==> src/design/vcrp_ram.sv <==
module vcrp_ram #(
	parameter int unsigned WIDTH = 8,
	parameter int unsigned DEPTH = 256
) (
	input  logic                     clk,
	input  logic                     en,
	input  logic                     we,
	input  logic [$clog2(DEPTH)-1:0] addr,
	input  logic [WIDTH-1:0]         wdata,
	output logic [WIDTH-1:0]         rdata
);

	logic [WIDTH-1:0] mem_q [DEPTH];
	logic [WIDTH-1:0] rdata_q;

	always_ff @(posedge clk) begin
		if (en && we) begin
			mem_q[addr] <= wdata;
		end
		if (en && !we) begin
			rdata_q <= mem_q[addr];
		end
	end

	assign rdata = rdata_q;

endmodule

==> config.mk <==
export PLATFORM = sky130hd
export DESIGN_NAME = vcrp_ram
export DESIGN_NICKNAME = d
export VERILOG_FILES = /design/src/design/vcrp_ram.sv
export SDC_FILE = /design/constraint.sdc
export NUM_CORES = 2
export LEC_CHECK = 0
export BUFFER_PORTS_ARGS = -buffer_cell sky130_fd_sc_hd__buf_2
export CAP_MARGIN = 15
export CELL_PAD_IN_SITES_DETAIL_PLACEMENT = 2
export CELL_PAD_IN_SITES_GLOBAL_PLACEMENT = 2
export CORE_UTILIZATION = 50
export DETAILED_ROUTE_END_ITERATION = 10
export GPL_TIMING_DRIVEN = 1
export PLACE_DENSITY_LB_ADDON = 0.1
export SLEW_MARGIN = 25
export SYNTH_ARGS = -nofsm -noshare
export SYNTH_HDL_FRONTEND = slang
export SYNTH_SLANG_ARGS = --single-unit
==> constraint.sdc <==
create_clock -name clk -period 3.9 [get_ports clk]
set_input_delay 0.78 -clock clk [delete_from_list [all_inputs] [get_ports clk]]
set_output_delay 0.78 -clock clk [all_outputs]
set_load 0.02 [all_outputs]
==> results.txt, run 1 <==
The flow did not finish. The failing step is 3_5_place_dp. The tool reported: "[ERROR DPL-0033] detailed placement checks failed during check placement".

The synthesized area per cell came out at between 20 and 25 um2. During placement, the flow inserted port buffers numbering 26. The sequential-to-total area share from yosys stat is between 70% and 80%.

The final HPWL from detailed placement came out at 170500 um. The I/O pin total came out at 27. Once the floorplan was initialized, standard cells occupied between 50% and 60% of the core. Synthesis produced a netlist with a net count of roughly 3500. The width of the die came out at approximately 400 um.

The weighted congestion reported at the end of routability-driven placement is between 0.8 and 0.9. The area of the mapped netlist came out at between 70000 and 80000 um2. The instance count of the mapped netlist is approximately 3500. The count of warnings emitted by yosys came out at 0. Counting distinct cell types in the post-synthesis netlist gives 21. The height of the chip came out at a little under 400 um. Row generation in the floorplan step produced around 140 rows.

Synthesis inferred approximately 2100 register bits.
-- through the flow --
step                    setup slack, ns  setup TNS (ns)  cells  cell area (um2)
after global placement          -0.5734          -1.348   5896            84820
after floorplan                  0.8245               0   3526            78380
-- cells by family after synthesis --
logic type,Yosys count,synth area share (%)
buffers and inverters,225,1.282
flip-flops,2056,78.77
multiplexers,512,14.71
AO/OA/AOI/OAI,416,3.627
AND/OR/NAND/NOR,317,1.606
-- Yosys cell counts --
library cell / n / share of area [%]
edfxtp_1: 2056 / 79
mux4_2: 512 / 15
nor2_1: 259 / 1.2
a22oi_1: 256 / 2.5
clkbuf_1: 143 / 0.68
a21oi_1: 128 / 0.82
buf_2: 41 / 0.26
o41ai_1: 32 / 0.36
nand2_1: 30 / 0.14
buf_1: 21 / 0.10
buf_4: 11 / 0.11
buf_6: 9 / 0.13
nand4_1: 8 / 0.064
nor2b_1: 7 / 0.056
nand3_1: 4 / 0.026
and2_1: 2 / 0.016
nand2b_1: 2 / 0.016
nor3b_1: 2 / 0.019
and4_1: 1 / 0.011
nor3_1: 1 / 0.0064
or2_2: 1 / 0.0080
==> run 2: changes to the inputs <==
Settings changed: CELL_PAD_IN_SITES_DETAIL_PLACEMENT 2 to not set, CELL_PAD_IN_SITES_GLOBAL_PLACEMENT 2 to not set, CORE_UTILIZATION 50 to 35, PLACE_DENSITY_LB_ADDON 0.1 to 0.15.
==> run 2 against run 1 <==
  * Area after synthesis is the same
  * Synthesized cell count is the same
  * The flow now finishes without violations
==> results.txt, run 2 <==
The critical path data arrival time came out at 3.71 ns. The maximum resistive drop on vdd is ~0.41 mV. The maximum operating frequency is 323.6 MHz. The signal on the critical path passes through buf_8 > buf_12 > buf_12 > buf_4 > mux4_2 > a22oi_1 > a21oi_1 > o41ai_1 > buf_4 > nand4_1.

The instance count along the most critical hold path is 1. The floorplan step defined a core boundary enclosing between 200000 and 250000 um2. In this run, the number of DRC markers left after iteration 0 of detailed routing was 3565. The number of hold buffers added after cts is 0.

The clock network latency to the later pin of the worst-skew pair came out at just under 0.9 ns. The remaining routing DRC violations is 0. Once the floorplan was initialized, standard cells occupied a little over a third of the core. The slowest stage of the critical path belongs to the cell o41ai_1. The worst setup path is launched from an input pin. The count of buffers from port buffering is 26. The overall global routing resource usage is around a fifth. The number of levels the H-tree was split into is 4. The library cells used most frequently in the layout, excluding fill and tap cells, are 2056 x edfxtp_1, 512 x mux4_2, 470 x buf_4. In this run the biggest area consumer among cell types represents 78.77% of the synthesized area. The largest area contributor in the netlist is edfxtp_1. The worst endpoint required time is about 4.5 ns. The clock tree from TritonCTS is yes. The worst setup slack for register-to-register paths is ~1 ns. The full die area came out at approximately 230000 um2. The number of antenna violations at the first check in global routing came out at 12.

The detailed-route via count came out at between 30000 and 40000. The via count of the first global-routing pass is 39620. The number of endpoints with negative hold slack in the final report came out at 0. The number of synthesized register bits is a little over 2000. In the finished design, the share of the clock period the worst path needs comes to between 70% and 80%.

Across the routed clock network, the largest skew measured is around 0.059 ns. The critical path in this run is classified as in -> reg. The delay contributed by the slowest stage of the critical path is roughly 0.8 ns. The I/O pin total came out at 27.

The routed wire length came out at approximately 220000 um. Counting instances in the post-synthesis netlist gives the leading cell types as 2056 x edfxtp_1, 512 x mux4_2, 259 x nor2_1. The clock sink count came out at 2056. The number of nets at the end of the flow came out at between 4000 and 5000. At the pin with the least slew margin, the transition time is between 1 and 1.5 ns. Global routing used under 10% of the available met3 tracks. In this run the remaining antenna-violating nets after routing total 0. The area growth from synthesis to final layout is 18.76%.

The global-route wire length before repair is about 310000 um. The width of the die is roughly 480 um. At the end of the flow the core is filled with cells to between 40% and 50%. The post-placement setup slack is -0.2106 ns. The layout cell share with drive strength beyond 1 came out at about 33%. The number of flip-flops in the largest register came out at just over 2000. The pin count of the biggest net entering global routing is 124. The class of the most critical hold timing path is in -> reg.

The buffer depth of the longest clock path is 3. The analysis attributes to cell leakage a power of 29.14 nW. The site row count came out at about 170. The post-cts gate resize count is 0. Ranked by flip-flop count, first place goes to mem_q. STA classifies the critical path endpoint as a flop. The number of synthesized flops with an enable pin came out at 2056.

Synthesis produced 3526 cells. The worst register-to-register path has a depth of 6. The met1 demand-to-capacity share in global routing is 27.46%.

The share of async-settable or async-resettable flops after synthesis is 0%. The max-capacitance violation count came out at 0. For this run, the number of Yosys warnings is 0.

The weighted congestion reported at the end of routability-driven placement is ~0.79. The post-detailed-route wirelength per cell is roughly 30 um. By area the synthesized netlist is led by edfxtp_1 79%, mux4_2 15%, a22oi_1 2.5%. The worst max-slew margin expressed relative to the limit came out at between 20% and 30%. For this design the ratio of total power to cell area is a little over 500 nW/um2.

The root buffer selected by CTS is clkbuf_16. Clock-pin slew was measured on the worst setup and hold paths at around 0.06 ns. The post-synthesis cell type count came out at 21. TritonCTS created ~220 clock buffers.

After synthesis, the mean cell area works out to around 22 um2. The worst-path maximum fanout came out at 22. The setup fix buffers added after clock tree synthesis came out at 0. Setup repair after global routing left no endpoint under its margin. The worst setup slack after layout is 0.8099 ns.

The worst path in the final design needs a cycle of 3.090 ns, including I/O delays and setup. The number of search-and-repair iterations in the first detailed-routing pass came out at 5. The max-slew violation count came out at 0. The area of the mapped netlist came out at roughly 78000 um2. The total nets after synthesis is 3545. The most congested layer reported by global routing is met2.

For this run, the leading register cell type out of synthesis is edfxtp_1. Setup violations remaining at the end of the flow were counted as 0. The final HPWL from detailed placement came out at 135400 um. The height of the chip is roughly 480 um. The final global-route overflow total came out at 0.

The most common cell in the netlist is edfxtp_1. Global routing used between 30% and 40% of the available met2 tracks. The via density per instance came out at 5.288. The run finished with clean final reports. Leaving out fill and tap cells, the most frequent cell in the layout is edfxtp_1.

The sequential-to-total area share from yosys stat came out at around four fifths.
-- run 2: final timing paths --
| kind | startpoint | to |
|---|---|---|
| max reg2reg | mem_q[172][6]$_DFFE_PP_ | rdata[6]$_DFFE_PP_ |
| max | addr[0] | rdata[2]$_DFFE_PP_ |
| min reg2reg | mem_q[49][3]$_DFFE_PP_ | rdata[3]$_DFFE_PP_ |
| min | wdata[3] | mem_q[88][3]$_DFFE_PP_ |
-- run 2: kinds of logic (layout without fill, tap and decap cells) --
logic type             after synthesis  in the layout  synth area share [%]
flip-flops                        2056           2056                 78.77
multiplexers                       512            512                 14.71
AO/OA/AOI/OAI                      416            416                 3.627
AND/OR/NAND/NOR                    317            317                 1.606
buffers and inverters              225            951                 1.282
other                                0              1                     0
-- run 2: area by class of cell --
| type | instances | area, um2 |
|---|---|---|
| diodes | 1 | 2.502 |
| clock buffers | 259 | 5567 |
| clock inverters | 140 | 1394 |
| fillers | 19380 | 129200 |
| multi-input cells | 1245 | 15770 |
| flip-flops and latches | 2056 | 61740 |
| well taps | 2975 | 3722 |
| repair buffers | 552 | 4880 |
-- run 2: per-layer routing --
| metal | routed length [um] | vias up |
|---|---|---|
| li1 | - | 16100 |
| met1 | 96360 | 20800 |
| met2 | 105300 | 1067 |
| met3 | 11350 | 256 |
| met4 | 4480 | 2 |
| met5 | 13 | - |
-- run 2: per-stage QoR --
| step | cells | cell area, um2 | setup TNS, ns | hold slack (ns) | total power, mW |
|---|---|---|---|---|---|
| floorplan | 3526 | 78380 | 0 | 0.8789 | 25.87 |
| global placement | 6824 | 86030 | -4.266 | 1.096 | 27.08 |
| detailed placement | 6828 | 86110 | -0.3372 | 1.054 | 27.10 |
| CTS | 7227 | 93070 | 0 | 0.2888 | 47.31 |
| global route | 7228 | 93080 | 0 | 0.3071 | 48.19 |
| finish | 7228 | 93080 | 0 | 0.3310 | 46.78 |
-- run 2: critical path, delay by kind of cell --
family                 cells  cell delay, ns
AO/OA/AOI/OAI              3            1.12
buffers and inverters      5            1.10
multiplexers               1            0.54
AND/OR/NAND/NOR            1            0.08
-- run 2: power by group --
group / leakage, nW / total (mW) / internal, mW / switching, mW
clock: 3.39 / 20.2 / 11.5 / 8.74
combinational: 7.26 / 2.21 / 0.815 / 1.40
sequential: 18.5 / 24.4 / 24.3 / 0.0179
Power figures use the tool's default switching activity.
